--- config.mk ---
export PLATFORM = sky130hd
export DESIGN_NAME = bsr_cell
export DESIGN_NICKNAME = d
export VERILOG_FILES = /design/src/rtl/core/bsr_pkg.sv /design/src/rtl/core/bsr_cell.sv
export SDC_FILE = /design/constraint.sdc
export NUM_CORES = 1
export LEC_CHECK = 0
export ABC_AREA = 0
export BUFFER_PORTS_ARGS = -buffer_cell sky130_fd_sc_hd__clkbuf_2
export CORE_UTILIZATION = 51
export CTS_CLUSTER_SIZE = 8
export DETAILED_ROUTE_END_ITERATION = 7
export PLACE_DENSITY_LB_ADDON = 0.12
export SYNTH_ARGS = -nofsm -noshare
export SYNTH_HDL_FRONTEND = slang
export SYNTH_SLANG_ARGS = --single-unit
--- constraint.sdc ---
create_clock -name clk -period 10.1 [get_ports clk]
set_clock_uncertainty 0.2 [all_clocks]
set_input_delay 3.03 -clock clk [delete_from_list [all_inputs] [get_ports clk]]
set_output_delay 3.03 -clock clk [all_outputs]
set_load 0.01 [all_outputs]
--- src/rtl/core/bsr_pkg.sv ---
// Shared types, constants and helpers for the bounded since robustness monitor.
// Used by bsr_cell and bounded_since_robustness_core; depends on nothing else.
package bsr_pkg;

	// Upper bound of the since interval, in samples, and the resulting window depth.
	localparam int WindowEnd = 15;
	localparam int Depth     = WindowEnd + 1;

	// Width of the interval lower bound register and of the index compare.
	localparam int BeginW = 4;
	localparam int IdxW   = $clog2(Depth + 1);
	localparam int CmpW   = (IdxW > BeginW) ? IdxW : BeginW;

	// Q16.16 robustness values with infinity codes at the extremes.
	localparam int ValW = 32;
	localparam int TimeW = 32;

	typedef logic signed [ValW-1:0] sample_t;
	typedef logic [TimeW-1:0]       stamp_t;
	typedef logic [BeginW-1:0]      begin_t;

	localparam sample_t PosInf = {1'b0, {(ValW-1){1'b1}}};
	localparam sample_t NegInf = {1'b1, {(ValW-1){1'b0}}};

	// Running evaluation token that walks down the row of cells.
	typedef struct packed {
		logic    valid;
		sample_t lmin;
		sample_t best;
	} tok_t;

	// Signed minimum of two robustness values.
	function automatic sample_t smin(input sample_t a, input sample_t b);
		return ($signed(a) < $signed(b)) ? a : b;
	endfunction

	// Signed maximum of two robustness values.
	function automatic sample_t smax(input sample_t a, input sample_t b);
		return ($signed(a) > $signed(b)) ? a : b;
	endfunction

endpackage

--- src/rtl/core/bsr_cell.sv ---
// One window cell: holds a left/right sample pair of a fixed age and folds it into
// the evaluation token as it passes. Depends on bsr_pkg.
module bsr_cell
	import bsr_pkg::*;
(
	input  logic    clk,
	input  logic    arst_n,
	input  logic    shift_en,
	input  sample_t left_in,
	input  sample_t right_in,
	input  logic    in_range,
	input  tok_t    tok_in,
	output sample_t left_out,
	output sample_t right_out,
	output tok_t    tok_out
);

	sample_t left_q;
	sample_t right_q;
	logic    tok_valid_q;
	sample_t tok_lmin_q;
	sample_t tok_best_q;
	sample_t cand;
	sample_t best_next;
	sample_t lmin_next;

	// Sample pair storage; the whole row moves one place on every accepted beat.
	always_ff @(posedge clk or negedge arst_n) begin
		if (!arst_n) begin
			left_q  <= PosInf;
			right_q <= NegInf;
		end else if (shift_en) begin
			left_q  <= left_in;
			right_q <= right_in;
		end
	end

	// The candidate is this right sample limited by every strictly newer left sample.
	always_comb begin
		cand      = smin(right_q, tok_in.lmin);
		best_next = in_range ? smax(tok_in.best, cand) : tok_in.best;
		lmin_next = smin(tok_in.lmin, left_q);
	end

	// Token valid moves on every cycle; its data is held until the next token arrives.
	always_ff @(posedge clk or negedge arst_n) begin
		if (!arst_n) begin
			tok_valid_q <= 1'b0;
		end else begin
			tok_valid_q <= tok_in.valid;
		end
	end

	always_ff @(posedge clk) begin
		if (tok_in.valid) begin
			tok_lmin_q <= lmin_next;
			tok_best_q <= best_next;
		end
	end

	assign left_out  = left_q;
	assign right_out = right_q;
	assign tok_out   = '{valid: tok_valid_q, lmin: tok_lmin_q, best: tok_best_q};

endmodule

==> After elaboration in Yosys (flattened, before gate mapping) <==
Cells that the tools add are included.
{ "op_classes": {"n_lt_le_gt_ge": 3, "n_mux": 4} }
{ "op_table": {"columns": ["op", "n"], "rows": [
  ["$mux 32", 4],
  ["$lt 32x32->1", 2],
  ["$gt 32x32->1", 1]
]} }
{ "totals": {"regBits": 129, "output_inout_bits": 129} }

==> Logic depth before layout (Yosys ltp) <==
Gate-level depths: netlist (run 1).
{ "logic_depth": {"ltp_word": 5, "ltp_mapped": 20} }

==> Worst setup path after synthesis (run 1) <==
No wires, ideal clock.
{ "synth_timing": {"path_type": "input -> register", "from": "input tok_in[42] (netlist name)", "to": "register tok_best_q[0], data pin", "setup_ns": 0.262, "t_arrival_ns": 6.939, "required_ns": 9.638, "path_slack_ns": 2.699, "cell_stages": 18, "path_buffers": 2, "cell_sequence": "inv_1 -> ha_1 -> a211oi_1 -> nand2_1 -> a2111oi_0 -> o31ai_1 -> o221ai_1 -> buf_2 -> mux2_1 -> ha_1 -> a21o_1 -> nand3_2 -> a21oi_2 -> o41a_1 -> or4_1 -> and3_1 -> buf_6 -> mux2_1"} }
{ "synth_between": {"elab_chain_len": 5} }
{ "synth_rtl": {"columns": ["element", "line_no", "source"], "rows": [
  ["start: declaration", "bsr_cell.sv:12", "input tok_t tok_in,"],
  ["$lt 32x32->1", "bsr_pkg.sv:34", "return ($signed(a) < $signed(b)) ? a : b;"],
  ["$mux 32 *", "bsr_pkg.sv:34", null],
  ["$gt 32x32->1", "bsr_pkg.sv:39", "return ($signed(a) > $signed(b)) ? a : b;"],
  ["$mux 32 *", "bsr_pkg.sv:39", null],
  ["$mux 32 *", "bsr_cell.sv:41", "best_next = in_range ? smax(tok_in.best, cand) : tok_in.best;"],
  ["net best_next[0]", "bsr_cell.sv:24", "sample_t best_next;"],
  ["end signal: assignment", "bsr_cell.sv:57", "tok_best_q <= best_next;"],
  ["end: declaration", "bsr_cell.sv:22", "sample_t tok_best_q;"]
]} }
The timed path passes the listed nets; every way through them passes the cells marked *.
A chain may end at the register's enable or synchronous reset.

==> Worst setup path after layout (run 1) <==
{ "layout_timing": {"from": "input tok_in[42] (netlist name)", "to": "register tok_best_q[26], data pin"} }
The elaborated chain is that of the path after synthesis.

==> results of run 1 <==
==> where the power goes <==
part	internal, mW	switching (mW)
Combinational	0.240	0.299
Sequential	0.636	0.0389
Clock	0.411	0.236
==> worst max-delay path by stage <==
stage / end / slack [ns]
2_1_floorplan: tok_best_q[0]$_DFFE_PP_ / 2.70
4_1_cts: tok_best_q[0]$_DFFE_PP_ / 1.43
6_report: tok_best_q[26]$_DFFE_PP_ / 1.31
3_3_place_gp: tok_best_q[0]$_DFFE_PP_ / 1.03
3_5_place_dp: tok_best_q[0]$_DFFE_PP_ / 1.00
5_1_grt: tok_best_q[0]$_DFFE_PP_ / 1.16
==> sequential cells by signal, indices dropped and copies added, names as in the netlist <==
signal and cells:
tok_lmin_q 32, left_out 32, tok_valid_q 1, tok_best_q 32, right_out 32
==> layer usage <==
layer	global-route usage [%]	part of all wire (%)	vias up
met2	42.2	46	256
met5	0	0	-
met1	38.0	46	3167
met4	7.78	0.98	0
li1	-	-	3238
met3	7.08	7.5	24
==> through the flow <==
| step | hold slack (ns) | cell area (um^2) | setup WS [ns] | utilization (%) | cells |
|---|---|---|---|---|---|
| final | 0.341 | 10600 | 1.31 | 65.7 | 1237 |
| after global routing | 0.363 | 10600 | 1.16 | 65.7 | 1237 |
| after CTS | 0.343 | 10600 | 1.43 | 65.7 | 1237 |
| after detailed placement | 0.334 | 9950 | 1.00 | 62.0 | 1205 |
| after global placement | 0.332 | 9950 | 1.03 | 62.0 | 1205 |
| after floorplan | 0.331 | 8480 | 2.70 | - | 752 |
==> worst min-delay path: cells and delay by family, from the launching register on <==
family | cells | cell delay (ns)
buf+inv | 1 | 0.08
compound gates | 1 | 0.09
flops | 1 | 0.36
==> cell type report <==
class                           count  area (um^2)
Inverter                           98          368
Timing Repair Buffer              266         1350
Clock buffer                       21          440
Clock inverter                     11          163
Fill cell                        1307         5500
Sequential cell                   129         3590
Multi-Input combinational cell    496         4380
Tap cell                          216          270
==> placed cells by master, fill, tap and decap left out, types with 4 or more instances in the layout <==
master	Yosys	routed
nor2b_1	4	4
a21oi_1	26	26
inv_1	98	98
o211ai_1	5	5
clkbuf_2	0	258
dfstp_2	32	32
edfxtp_1	64	64
mux2_2	63	63
clkbuf_1	10	4
nand4_1	12	12
nand2_1	46	46
nor3_1	5	5
a21o_1	7	7
nor2_1	13	13
buf_4	1	6
ha_1	94	93
clkbuf_16	0	17
bufinv_16	0	4
dfrtp_1	33	33
a211oi_1	10	10
mux2i_1	127	127
o21ai_0	49	49
==> cells by family (layout without fill, tap and decap cells) <==
| group | after synthesis | in the layout | share of synthesized area, % |
|---|---|---|---|
| adder cells (fa/ha/maj) | 94 | 94 | 13.9 |
| flip-flops | 129 | 129 | 42.3 |
| AND/OR/NAND/NOR | 96 | 96 | 5.55 |
| multiplexers | 193 | 193 | 23.8 |
| AO/OA/AOI/OAI | 113 | 113 | 8.00 |
| buffers and inverters | 127 | 396 | 6.48 |
==> results.sh, run 1 <==
export IMPL_initialDrtViolationCount=369
export IMPL_h_tree_depth=4
export IMPL_drive_gt1_share_pct=39.0
export IMPL_die_w_um=131
export IMPL_cts_setup_buffers=0
export IMPL_cts_buffers=17
export IMPL_clock_root_buffer="clkbuf_16"
export IMPL_yosysTopAreaCellShare_pct=22.7
export IMPL_routed_wl_mm=23.1
export IMPL_slew_headroom_pct=19.0
export IMPL_cp_common_cell="ha_1"
export IMPL_drc_errors=0
export IMPL_p_total_mw=1.86
export IMPL_die_h_um=131
export IMPL_critPathSlowestCell="a2111oi_0"
export IMPL_synth_edf_count=64
export IMPL_reg2reg_depth=15
export IMPL_dp_hpwl_mm=17.6
export IMPL_cp_num_cells=17
export IMPL_gr_usage_all_layers_pct=27.4
export IMPL_hold_viol_final=0
export IMPL_grt_ovfl_total=0
export IMPL_syn_nets=979
export IMPL_synth_commonest_cells="127 x mux2i_1, 98 x inv_1, 94 x ha_1"
export IMPL_synth_avg_cell_area_um2=11.3
export IMPL_p_leak_nw=5.48
export IMPL_clock_sinks=129
export IMPL_hold_path_class="reg -> reg"
export IMPL_r2r_start="right_out[10]$_DFFE_PN0P_"
export IMPL_cts_max_path_buffers=2
export IMPL_min_to="left_out[18]$_DFFE_PN1P_"
export IMPL_endpoint_kind="flop"
export IMPL_r2r_end="tok_best_q[26]$_DFFE_PP_"
export IMPL_grt_pass1_vias=6378
export IMPL_setup_violations=0
export IMPL_fmax_ghz=0.114
export IMPL_crit_family="compound AO/OA/AOI/OAI gates"
export IMPL_syn_inst=752
export IMPL_startpoint="tok_in[42]"
export IMPL_port_buffers=261
export IMPL_row_count=46
export IMPL_async_reset_ff_share_pct=50.4
export IMPL_cts_resized=0
export IMPL_synthTopCellsByArea="edfxtp_1 23%, mux2i_1 15%, ha_1 14%"
export IMPL_hold_buffers=0
export IMPL_synth_flop_cell="edfxtp_1"
export IMPL_whs_path_depth=2
export IMPL_gp_congestion=0.879
export IMPL_syn_area_um2=8480
export IMPL_crit_path_start_kind="input port"
export IMPL_period_share_pct=87.0
export IMPL_tightest_slew_ns=1.18
export IMPL_crit_type="in -> reg"
export IMPL_powerDensity_nw_per_um2=176
export IMPL_nNetsFinal=1235
export IMPL_syn2layout_area_growth_pct=24.5
export IMPL_rrSetupSlack_ns=3.68
export IMPL_ys_ff_latch=129
export IMPL_antenna_left=0
export IMPL_clkTransAtPathRegs_ns=0.06
export IMPL_ys_warn_count=0
export IMPL_synth_most_common_cell="mux2i_1"
export IMPL_path_buf_inv=2
export IMPL_synth_top_area_cell="edfxtp_1"
export IMPL_dieArea_um2=17100
export IMPL_required_ns=10.11
export IMPL_critPathMaxFanout=32
export IMPL_wire_per_inst_um=18.6
export IMPL_cts_tree="done"
export IMPL_vias=6685
export IMPL_setup_tns_ns=0
export IMPL_min_period_ns=8.79
export IMPL_grt_max_degree=96
export IMPL_path_cells="clkbuf_2, inv_1, ha_1, a211oi_1, nand2_1, a2111oi_0, o31ai_1, o221ai_4, mux2_2, ha_1, nand4_2, nor3_1, a21boi_0, o41a_1, or4_1, and3_2, mux2i_1"
export IMPL_crit_arrival_ns=8.81
export IMPL_avgViaCountPerCell=5.40
export IMPL_core_area_um2=16100
export IMPL_maxSlewViolCount=0
export IMPL_ir_drop_v=0.000135
export IMPL_antenna_found_initial=0
export IMPL_diodes=0
export IMPL_slowest_delay_ns=1.00
export IMPL_grt_first_pass_wirelength_mm=34.6
export IMPL_rsz0062_at_grt="false"
export IMPL_min_delay_start="left_out[18]$_DFFE_PN1P_"
export IMPL_cap_violations=0
export IMPL_dr_pass1_iters=4
export IMPL_clk_latency_ns=0.43
export IMPL_ios=262
export IMPL_synth_distinct_cells=49
export IMPL_synth_seq_area_share_pct=42.3
export IMPL_initial_core_util_pct=52.8
export IMPL_status="finished, final reports clean"
Power figures use the tool's default switching activity.
==> inputs of run 2 (changes only) <==
--- a/config.mk
+++ b/config.mk
@@ -7,7 +7,7 @@
 export LEC_CHECK = 0
 export ABC_AREA = 0
 export BUFFER_PORTS_ARGS = -buffer_cell sky130_fd_sc_hd__clkbuf_2
-export CORE_UTILIZATION = 51
+export CORE_UTILIZATION = 57
 export CTS_CLUSTER_SIZE = 8
 export DETAILED_ROUTE_END_ITERATION = 7
 export PLACE_DENSITY_LB_ADDON = 0.12
==> results.sh, run 2 (synthesis gave the netlist of run 1 again) <==
export IMPL_clk_latency_ns=0.43
export IMPL_rsz0062_at_grt="false"
export IMPL_p_leak_nw=5.48
export IMPL_power_switching_mw=0.564
export IMPL_clkPwrFrac_pct=34.1
export IMPL_final_cell_area_um2=10500
export IMPL_rrSetupSlack_ns=3.99
export IMPL_place_area_um2=9920
export IMPL_endpoint_kind="flop"
export IMPL_cts_max_path_buffers=2
export IMPL_cap_violations=0
export IMPL_path_cells="clkbuf_2, inv_1, ha_2, nand4_1, o31ai_4, buf_4, mux2i_1, mux2_2, ha_1, nand4_2, nor3_1, a21boi_0, o41a_1, or4_1, and3_2, mux2_1"
export IMPL_crit_arrival_ns=8.46
export IMPL_clock_root_buffer="clkbuf_16"
export IMPL_drive_gt1_share_pct=38.9
export IMPL_hold_path_class="reg -> reg"
export IMPL_drc_errors=0
export IMPL_critPathSlowestCell="and3_2"
export IMPL_powerDensity_nw_per_um2=175
export IMPL_reg2reg_depth=14
export IMPL_required_ns=10.08
export IMPL_nNetsFinal=1236
export IMPL_switching_share_pct=30.6
export IMPL_dr_pass1_iters=5
export IMPL_initialDrtViolationCount=439
export IMPL_vias=6674
export IMPL_grt_max_degree=96
export IMPL_whs_path_depth=2
export IMPL_grt_first_pass_wirelength_mm=33.7
export IMPL_die_w_um=124
export IMPL_ios=262
export IMPL_critPathMaxFanout=32
export IMPL_p_total_mw=1.84
export IMPL_ir_drop_v=0.000127
export IMPL_hold_buffers=0
export IMPL_port_buffers=261
export IMPL_combPwrFrac_pct=29.2
export IMPL_dieArea_um2=15400
export IMPL_layout_common_cells="258 x clkbuf_2, 127 x mux2i_1, 98 x inv_1"
export IMPL_status="finished, final reports clean"
export IMPL_hold_viol_final=0
export IMPL_clkTransAtPathRegs_ns=0.06
export IMPL_avgViaCountPerCell=5.53
export IMPL_cts_tree="done"
export IMPL_clock_sinks=129
export IMPL_h_tree_depth=4
export IMPL_fillers=1113
export IMPL_slowest_delay_ns=0.85
export IMPL_period_share_pct=84.0
export IMPL_wire_per_inst_um=18.5
export IMPL_crit_path_start_kind="input port"
export IMPL_setup_tns_ns=0
export IMPL_grt_pass1_vias=6476
export IMPL_cts_buffers=17
export IMPL_cts_resized=0
export IMPL_p_int_mw=1.28
export IMPL_min_to="left_out[2]$_DFFE_PN1P_"
export IMPL_routed_wl_mm=22.3
export IMPL_initial_core_util_pct=58.3
export IMPL_core_area_um2=14500
export IMPL_dp_hpwl_mm=17.1
export IMPL_antenna_found_initial=0
export IMPL_gp_congestion=0.893
export IMPL_final_common_cell="clkbuf_2"
export IMPL_row_count=44
export IMPL_gr_usage_all_layers_pct=29.7
export IMPL_min_period_ns=8.49
export IMPL_fmax_ghz=0.118
export IMPL_cts_setup_buffers=0
export IMPL_setup_violations=0
export IMPL_grt_ovfl_total=0
export IMPL_path_buf_inv=3
export IMPL_slew_headroom_pct=23.9
export IMPL_r2r_start="right_out[31]$_DFFE_PN1P_"
export IMPL_antenna_left=0
export IMPL_min_delay_start="left_out[2]$_DFFE_PN1P_"
export IMPL_die_h_um=124
export IMPL_tightest_slew_ns=1.14
export IMPL_r2r_end="tok_best_q[0]$_DFFE_PP_"
export IMPL_diodes=0
export IMPL_maxSlewViolCount=0
export IMPL_power_frac_seq_pct=36.7
export IMPL_crit_type="in -> reg"
export IMPL_syn2layout_area_growth_pct=24.0
export IMPL_crit_family="simple AND/OR/NAND/NOR gates"
run 2: per-stage QoR:
step                      hold slack, ns  utilization [%]  setup WS [ns]  instances
after floorplan                    0.331                -           2.70        752
after global placement             0.323             68.2           1.38       1174
after detailed placement           0.330             68.2           1.23       1174
after CTS                          0.338             72.3           1.64       1206
after global routing               0.371             72.3           1.22       1206
final                              0.340             72.3           1.61       1206
run 2: worst max path at each step:
stage	start	endpoint	slack, ns	cells past startpoint
detailed placement	tok_in[63]	tok_best_q[0]$_DFFE_PP_	1.23	16
CTS	tok_in[63]	tok_best_q[0]$_DFFE_PP_	1.64	16
global placement	tok_in[63]	tok_best_q[0]$_DFFE_PP_	1.38	16
finish	tok_in[63]	tok_best_q[0]$_DFFE_PP_	1.61	16
floorplan	tok_in[42]	tok_best_q[0]$_DFFE_PP_	2.70	18
global route	tok_in[63]	tok_best_q[0]$_DFFE_PP_	1.22	16
run 2: final cells by class:
class                   instances  area, um^2  area share, %
well taps                     184         230           2.19
clock inverters                11         135           1.29
multi-input cells             496        4380           41.7
clock buffers                  21         462           4.39
flip-flops and latches        129        3590           34.1
inverters                      98         368           3.50
repair buffers                267        1350           12.9
run 2: power by group through the flow:
stage	Sequential, mW	Combinational [mW]	Clock [mW]
2_1_floorplan	0.705	0.325	0
3_3_place_gp	0.683	0.521	0
3_5_place_dp	0.684	0.533	0
4_1_cts	0.675	0.538	0.631
5_1_grt	0.682	0.593	0.654
6_report	0.676	0.537	0.627
run 2: worst min-delay path, cell delays in order (launching register included):
cell,delay [ns]
dfstp_2,0.36
inv_1,0.08
o21ai_0,0.09
run 2: routing by layer:
layer	vias to the layer above	GRT usage [%]	wire length (um)
li1	3245	-	-
met5	-	0	0
met4	0	9.90	438
met1	3137	38.9	9840
met3	27	7.55	1620
met2	265	48.0	10400
